**src/rtl/core/rk4r_pkg.sv**
```systemverilog
// Shared types, constants, saturation helpers and the step microprogram.
package rk4r_pkg;

  // Default number of fraction bits of the fixed-point format.
  localparam int FRAC_BITS_DEF = 24;

  // Width of configuration time values and of data words.
  localparam int TIME_W = 31;
  localparam int DATA_W = 32;

  // Iterative divider geometry: two quotient bits per cycle.
  localparam int DIV_NUM_W = 64;
  localparam int DIV_DEN_W = 32;
  localparam int DIV_CNT_W = 5;

  // Program counter width of the microprogram.
  localparam int PC_W = 5;

  // Signed 32-bit range, held at 64 bits for comparison.
  localparam logic signed [63:0] S32_MAX = 64'sh0000_0000_7FFF_FFFF;
  localparam logic signed [63:0] S32_MIN = -64'sh0000_0000_8000_0000;

  // Operation of one microinstruction.
  typedef enum logic [1:0] {
    OP_MUL,
    OP_SHF,
    OP_ADD,
    OP_DIV
  } op_t;

  // Operand and destination registers of the shared unit.
  typedef enum logic [2:0] {
    R_Y,
    R_H,
    R_K1,
    R_K2,
    R_K3,
    R_K4,
    R_TMP,
    R_ONE
  } reg_t;

  // Product shift: by the fraction bits, or one more for a half step.
  typedef enum logic {
    SH_F,
    SH_F1
  } shf_t;

  typedef struct packed {
    op_t  op;
    reg_t a;
    reg_t b;
    reg_t dst;
    shf_t sh;
    logic last;
  } uop_t;

  // Control from the sequencer to the datapath.
  typedef struct packed {
    logic load;
    logic load_h;
    logic exec;
    logic wr_q;
    uop_t uop;
  } dp_ctrl_t;

  // Status from the datapath to the sequencer.
  typedef struct packed {
    logic same;
    logic ovf;
  } dp_stat_t;

  // Clamp a wide signed value to the signed 32-bit range.
  function automatic logic signed [31:0] sat32(input logic signed [63:0] v);
    if (v > S32_MAX) begin
      return 32'sh7FFF_FFFF;
    end
    if (v < S32_MIN) begin
      return 32'sh8000_0000;
    end
    return v[31:0];
  endfunction

  // True when sat32 would clamp the value.
  function automatic logic sat_hit(input logic signed [63:0] v);
    return (v > S32_MAX) || (v < S32_MIN);
  endfunction

  function automatic uop_t mk(input op_t op, input reg_t a, input reg_t b,
                              input reg_t dst, input shf_t sh, input logic last);
    uop_t u;
    u.op   = op;
    u.a    = a;
    u.b    = b;
    u.dst  = dst;
    u.sh   = sh;
    u.last = last;
    return u;
  endfunction

  // One RK4 step as a sequence of operations on the shared unit.
  function automatic uop_t uop_at(input logic [PC_W-1:0] pc);
    case (pc)
      // k1 = 1 + y^2
      5'd0:  return mk(OP_MUL, R_Y,   R_Y,   R_TMP, SH_F,  1'b0);
      5'd1:  return mk(OP_SHF, R_Y,   R_Y,   R_TMP, SH_F,  1'b0);
      5'd2:  return mk(OP_ADD, R_ONE, R_TMP, R_K1,  SH_F,  1'b0);
      // k2 = slope(y + (h/2)k1)
      5'd3:  return mk(OP_MUL, R_H,   R_K1,  R_TMP, SH_F,  1'b0);
      5'd4:  return mk(OP_SHF, R_Y,   R_Y,   R_TMP, SH_F1, 1'b0);
      5'd5:  return mk(OP_ADD, R_Y,   R_TMP, R_TMP, SH_F,  1'b0);
      5'd6:  return mk(OP_MUL, R_TMP, R_TMP, R_TMP, SH_F,  1'b0);
      5'd7:  return mk(OP_SHF, R_Y,   R_Y,   R_TMP, SH_F,  1'b0);
      5'd8:  return mk(OP_ADD, R_ONE, R_TMP, R_K2,  SH_F,  1'b0);
      // k3 = slope(y + (h/2)k2)
      5'd9:  return mk(OP_MUL, R_H,   R_K2,  R_TMP, SH_F,  1'b0);
      5'd10: return mk(OP_SHF, R_Y,   R_Y,   R_TMP, SH_F1, 1'b0);
      5'd11: return mk(OP_ADD, R_Y,   R_TMP, R_TMP, SH_F,  1'b0);
      5'd12: return mk(OP_MUL, R_TMP, R_TMP, R_TMP, SH_F,  1'b0);
      5'd13: return mk(OP_SHF, R_Y,   R_Y,   R_TMP, SH_F,  1'b0);
      5'd14: return mk(OP_ADD, R_ONE, R_TMP, R_K3,  SH_F,  1'b0);
      // k4 = slope(y + h*k3)
      5'd15: return mk(OP_MUL, R_H,   R_K3,  R_TMP, SH_F,  1'b0);
      5'd16: return mk(OP_SHF, R_Y,   R_Y,   R_TMP, SH_F,  1'b0);
      5'd17: return mk(OP_ADD, R_Y,   R_TMP, R_TMP, SH_F,  1'b0);
      5'd18: return mk(OP_MUL, R_TMP, R_TMP, R_TMP, SH_F,  1'b0);
      5'd19: return mk(OP_SHF, R_Y,   R_Y,   R_TMP, SH_F,  1'b0);
      5'd20: return mk(OP_ADD, R_ONE, R_TMP, R_K4,  SH_F,  1'b0);
      // Slope sum k1 + k4 + 2(k2 + k3)
      5'd21: return mk(OP_ADD, R_K2,  R_K3,  R_K2,  SH_F,  1'b0);
      5'd22: return mk(OP_ADD, R_K1,  R_K4,  R_K1,  SH_F,  1'b0);
      5'd23: return mk(OP_ADD, R_K2,  R_K2,  R_K2,  SH_F,  1'b0);
      5'd24: return mk(OP_ADD, R_K1,  R_K2,  R_TMP, SH_F,  1'b0);
      // Update: y + sum*h / 6
      5'd25: return mk(OP_MUL, R_TMP, R_H,   R_TMP, SH_F,  1'b0);
      5'd26: return mk(OP_DIV, R_Y,   R_Y,   R_TMP, SH_F,  1'b0);
      5'd27: return mk(OP_ADD, R_Y,   R_TMP, R_Y,   SH_F,  1'b1);
      default: return mk(OP_ADD, R_ONE, R_ONE, R_ONE, SH_F, 1'b1);
    endcase
  endfunction

endpackage

```
**src/rtl/core/rk4r_div.sv**
```systemverilog
// Iterative restoring divider that returns the remainder, two bits per cycle.
module rk4r_div
  import rk4r_pkg::*;
(
  input  logic                 clk,
  input  logic                 rst,
  input  logic                 start,
  input  logic [DIV_NUM_W-1:0] dividend,
  input  logic [DIV_DEN_W-1:0] divisor,
  output logic                 done,
  output logic [DIV_DEN_W-1:0] remainder
);

  logic [DIV_NUM_W-1:0] num;
  logic [DIV_DEN_W-1:0] rem;
  logic [DIV_DEN_W-1:0] den;
  logic [DIV_CNT_W-1:0] cnt;
  logic                 run;

  logic [DIV_DEN_W:0]   t1;
  logic [DIV_DEN_W:0]   t2;
  logic                 g1;
  logic                 g2;
  logic [DIV_DEN_W-1:0] r1;
  logic [DIV_DEN_W-1:0] r2;

  // Two dependent restoring steps; the partial remainder stays below the divisor.
  always_comb begin
    t1 = {rem, num[DIV_NUM_W-1]};
    g1 = t1 >= {1'b0, den};
    r1 = g1 ? DIV_DEN_W'(t1 - {1'b0, den}) : t1[DIV_DEN_W-1:0];
    t2 = {r1, num[DIV_NUM_W-2]};
    g2 = t2 >= {1'b0, den};
    r2 = g2 ? DIV_DEN_W'(t2 - {1'b0, den}) : t2[DIV_DEN_W-1:0];
  end

  // Quotient bits shift in as dividend bits shift out.
  always_ff @(posedge clk) begin
    if (rst) begin
      run  <= 1'b0;
      done <= 1'b0;
    end else begin
      done <= 1'b0;
      if (start) begin
        num <= dividend;
        den <= divisor;
        rem <= '0;
        cnt <= '0;
        run <= 1'b1;
      end else if (run) begin
        num <= {num[DIV_NUM_W-3:0], g1, g2};
        rem <= r2;
        cnt <= cnt + 1'b1;
        if (cnt == '1) begin
          run  <= 1'b0;
          done <= 1'b1;
        end
      end
    end
  end

  assign remainder = rem;

endmodule

```
**config.mk**
```make
export PLATFORM = sky130hd
export DESIGN_NAME = rk4r_div
export DESIGN_NICKNAME = d
export VERILOG_FILES = /design/src/rtl/core/rk4r_pkg.sv /design/src/rtl/core/rk4r_div.sv
export SDC_FILE = /design/constraint.sdc
export NUM_CORES = 1
export LEC_CHECK = 0
export BUFFER_PORTS_ARGS = -buffer_cell sky130_fd_sc_hd__buf_2
export CORE_ASPECT_RATIO = 1.5
export CORE_MARGIN = 2
export CORE_UTILIZATION = 63
export DETAILED_ROUTE_END_ITERATION = 10
export PLACE_DENSITY = 0.84
export REMOVE_ABC_BUFFERS = 1
export SYNTH_ARGS = -nofsm -noshare
export SYNTH_HDL_FRONTEND = slang
export SYNTH_SLANG_ARGS = --single-unit
```
**constraint.sdc**
```tcl
create_clock -name clk -period 12.9 [get_ports clk]
set_input_delay 2.58 -clock clk [delete_from_list [all_inputs] [get_ports clk]]
set_output_delay 2.58 -clock clk [all_outputs]
set_load 0.02 [all_outputs]
```
# Word level (Yosys, flattened, before mapping)

Cells that the tools add are included.

$add $sub $neg: 3
$mul: 0
Div/mod/pow operators: 0
$lt $le $gt $ge: 2
Equal/unequal tests: 1
Shift-type cells: 0
Mux-type cells: 10
Bitwise operators: 2
Reduce and logical (&&, ||, !) cells: 4

Operators by type and width:

| operator            | count |
|---|---|
| $mux 64             | 2 |
| $mux 32             | 3 |
| $ge 33x32->1        | 2 |
| $sub 32x32->32      | 2 |
| $add 5x1->5 const B | 1 |
| $eq 5x5->1 const B  | 1 |
| $mux 5              | 1 |
| $mux 1              | 4 |
| $reduce_and 2->1    | 2 |
| $reduce_or 3->1     | 1 |
| $not 1->1           | 2 |
| $reduce_bool 2->1   | 1 |

Register bits: 135
Latch bits: 0
Bits in writable memories: 0
Memory bits (read-only): 0
Input port bits: 99
Output and inout port bits: 33
Word-level logic and storage cells: 28
Memories kept: 0

# Logic depth before layout (Yosys ltp)

Depth after elaboration: 5
Mapped depth: 27
Mapped depth without buffers: 23

# Worst setup path after synthesis

OpenSTA, ideal clock, no wires.

Path kind: input port to flip-flop
From: in start
To: reg cnt[0] (enable)
Setup time: 0.562 ns
Arrival time: 7.450 ns
Required time: 12.338 ns
Setup slack: 4.889 ns
Cell stages on the path: 4
Path buffers: 2
Path through: clkbuf_1 > clkbuf_1 > nor2_1 > nor2_1

Cells in the longest elaborated chain, start to end: 2

Ends and longest elaborated chain:

| element                     | line           | RTL |
|---|---|---|
| start, declared             | rk4r_div.sv:7  | `input logic start,` |
| $reduce_bool 2->1 (no line) | --             |  |
| $reduce_and 2->1 (no line)  | --             |  |
| end signal, assigned        | rk4r_div.sv:53 | `cnt <= cnt + 1'b1;` |
| end, declared               | rk4r_div.sv:17 | `logic [DIV_CNT_W-1:0] cnt;` |

Every way passes these cells.
A chain may end at the register's enable or synchronous reset.

# Worst setup path in the final report

From: reg rem[19], in the netlist remainder[19]
To: reg rem[3], in the netlist remainder[3] (data pin)

Cells in the longest elaborated chain, start to end: 5
Elaborated cells between the ends (all ways): 7
Those cells by class: 2 x add/sub; 2 x order compare; 3 x mux

Ends and longest elaborated chain:

| element                                               | line                           | RTL |
|---|---|---|
| start, declared                                       | rk4r_div.sv:15                 | `logic [DIV_DEN_W-1:0] rem;` |
| start signal, assigned                                | rk4r_div.sv:52                 | `rem <= r2;` |
| $ge 33x32->1 / $sub 32x32->32 (equally long branches) | rk4r_div.sv:30, rk4r_div.sv:31 |  |
| $mux 32 (*)                                           | rk4r_div.sv:31                 | `r1 = g1 ? DIV_DEN_W'(t1 - {1'b0, den}) : t1[DIV_DEN_W-1:0];` |
| $sub 32x32->32 / $ge 33x32->1 (equally long branches) | rk4r_div.sv:34, rk4r_div.sv:33 |  |
| $mux 32 (*)                                           | rk4r_div.sv:34                 | `r2 = g2 ? DIV_DEN_W'(t2 - {1'b0, den}) : t2[DIV_DEN_W-1:0];` |
| $mux 32 (*)                                           | rk4r_div.sv:50                 | `end else if (run) begin` |

Every way passes the cells marked *; elsewhere a longest branch is shown, timed or not. The select of a mux whose other input is x is not followed.

==> impl_results.md <==
- Post-synthesis cell type count: 66
- Proportion of synthesized chip area in sequential cells: 0.439
- DRT iter0 DRCs: 442
- Critical Path Fanout Max: 42
- Post-route fraction of the period consumed by the critical path: 0.532
- Remaining routing DRC violations: 0
- RR Startpoint: remainder[19]
- Share of final-layout standard cells stronger than drive strength 1: 0.249
- Wire length of the first global-routing pass: 35.7 mm
- Reported max-cap violation count: 0
- Ys Warns: 0
- Fraction of registers with async set/reset: 0
- Post_cts resized: 0
- Status: finished, final reports clean
- Final-report setup violation count: 0
- Min Tclk post-route: 6.87 ns
- WS Path Type: reg2reg
- Cell area after synthesis: 0.00919 sq mm
- Total via count after detailed routing: 7175
- Slew at the pin closest to its max-slew limit: 1.05 ns
- Clk buf depth: 2
- Total area of multi-input combinational cells: 0.00481 sq mm
- Post-DP HPWL: 16.0 mm
- Max-Slew Margin vs Limit: 0.297
- Start point of the critical path: remainder[19]
- Aggregate global routing overflow: 0
- Diodes inserted: 0
- Number of input and output port buffers inserted: 131
- Worst hold path type: reg2reg
- Clock-pin slew on the worst setup and hold paths: 0.06 ns
- Routed WL: 22.2 mm
- Total global routing track utilization: 0.294
- Area Growth Syn to Fin: 15.5%
- Clock tree from TritonCTS: built
- RePlAce Congestion: 0.982
- Number of fill cells in the layout: 1052
- Worst setup SP type: flop
- Unrepaired setup endpoints after global routing: no
- Number of cell rows: 54
- Die outline height: 152 um
- Number of register bits inferred by synthesis: 135
- Crit end category: flop
- Number of ports placed on the die boundary: 132
- Pin count of the biggest net entering global routing: 78
- Setup Fix Bufs, Post-CTS: 0
- Post-synthesis average cell area: 10.6 sq um
- Hold violation total from the final report: 0
- Main flop type after synthesis: edfxtp_1
- Maximum level of the CTS H-tree: 4
- Clock tree root buffer cell: clkbuf_16
- Via count of the first global-routing pass: 7412
- Inserted Clock Buffers: 17
- Routed via count divided by cell count: 6.00
- Core Footprint: 0.0144 sq mm
- Synthesized netlist cell count: 863
- Net count reported at finish: 1154
- Clock insertion delay at the later pin of the skew report: 0.43 ns
- HP Start: run
- Number of antenna violations at the first check in global routing: 0
- Average routed wire per standard cell: 18.6 um
- Post-route antenna net violation count: 0
- Fin. max-slew vios: 0
- Sinks on the clock net: 135
- Overall die area: 0.0156 sq mm
- Die X-Extent: 103 um
- Initial core utilization: 0.638
- Data required time of the worst path: 13.04 ns
- Storage element area: 0.00403 sq mm
- Hold-fix buffers, CTS: 0
- Arrival time worst endpoint: 7.01 ns
- Clock tree skew after final layout: 0.0114 ns
- Total negative slack: 0 ns
- Number of enable-type register cells in the synthesized netlist: 133
- Pre-antenna DRT Iters: 8
- Highest clock rate: 146 MHz
## cell usage after synthesis, types with 5 or more instances
master | instances | share of area
buf_2 | 7 | 0.0038
and4_1 | 5 | 0.0048
xnor2_1 | 37 | 0.035
nor2b_1 | 12 | 0.0082
edfxtp_1 | 133 | 0.43
and3_1 | 6 | 0.0041
nand2_1 | 49 | 0.020
a31oi_1 | 6 | 0.0041
clkbuf_1 | 18 | 0.0074
mux2i_1 | 27 | 0.029
ha_1 | 66 | 0.090
nor2_1 | 84 | 0.034
o21ai_0 | 25 | 0.014
nor3_1 | 6 | 0.0033
a211oi_1 | 12 | 0.0098
xor2_1 | 21 | 0.020
o21bai_1 | 7 | 0.0057
a21o_1 | 30 | 0.025
nand2b_1 | 9 | 0.0061
nand3_1 | 18 | 0.0098
a21oi_1 | 79 | 0.043
mux2_2 | 67 | 0.082
inv_1 | 54 | 0.022
o211ai_1 | 6 | 0.0049
## flip-flops by register name, summed over array words and instances (netlist names)
name and flops:
done 1, remainder 32, run 1, cnt 5, den 32, num 64
## per-stage QoR
step	worst slack [ns]	cell area [sq um]	util	instances	hold slack, ns
after floorplan	5.37	9020	-	832	0.444
after global placement	6.24	9990	0.694	1164	0.452
after detailed placement	6.11	9990	0.694	1164	0.463
after CTS	6.09	10600	0.737	1196	0.472
after global routing	5.55	10600	0.737	1196	0.479
final	6.03	10600	0.737	1196	0.470
## cell families after synthesis
family,after synthesis,share of synthesized area
compound gates,210,0.149
xor+xnor,58,0.0553
fa+ha+maj,68,0.0943
buf+inv,85,0.0400
flops,135,0.439
mux,94,0.112
simple gates,213,0.110
## path summary, 6_finish.rpt
check	endpoint	slack, ns	cells past startpoint
max	remainder[3]	6.03	21
min	done	0.47	1
max reg2reg	remainder[3]	6.03	21
min reg2reg	done	0.47	1
## routing by layer
metal,routed length [um],vias up,global-route usage
li1,-,3451,-
met1,8330,3378,0.326
met2,11600,272,0.512
met3,1300,74,0.0750
met4,976,0,0.144
met5,0,-,0
## worst max-delay path: stages (launching register included)
cell and delay (ns):
edfxtp_1 0.44, ha_1 0.43, nand2_1 0.14, nor4_1 0.47
and3_1 0.23, a41o_1 0.17, o31ai_2 0.13, o21bai_4 0.37
buf_4 0.49, mux2_2 0.41, ha_1 0.34, a21oi_2 0.20
nand2_1 0.11, a2111oi_4 0.34, a21oi_1 0.16, nor4_4 0.38
or3_1 0.20, a31oi_1 0.16, a211oi_4 0.50, buf_4 0.55
mux2i_1 0.27, nor2_1 0.06
## final cells by class
class                   count  area share
multi-input cells         643       0.454
flip-flops and latches    135       0.380
repair buffers            136      0.0656
clock buffers              17      0.0401
well taps                 196      0.0231
inverters                  54      0.0191
clock inverters            15      0.0179
## cell usage in the layout (no fill, tap or decap), types with 4 or more instances in the layout
cell	instances
edfxtp_1	133
nand2b_1	9
mux2_2	67
inv_6	5
a21o_1	30
ha_1	66
inv_1	54
buf_2	130
xnor2_1	37
nand2_1	49
nand4_1	4
xor2_1	21
clkbuf_16	17
o211ai_1	6
nand3_1	18
o21bai_1	7
o21a_1	4
o21ai_0	25
nor4_1	4
and3_1	6
nor2_1	82
nor3_1	6
nor2b_1	12
a2111oi_0	4
buf_4	6
mux2i_1	27
and4_1	5
a31oi_1	6
o21ai_1	4
a21oi_1	79
a211oi_1	12
Power is left out: the tool's default activity adds up to more than one toggle a clock period on the data nets, which glitch-free logic cannot reach.
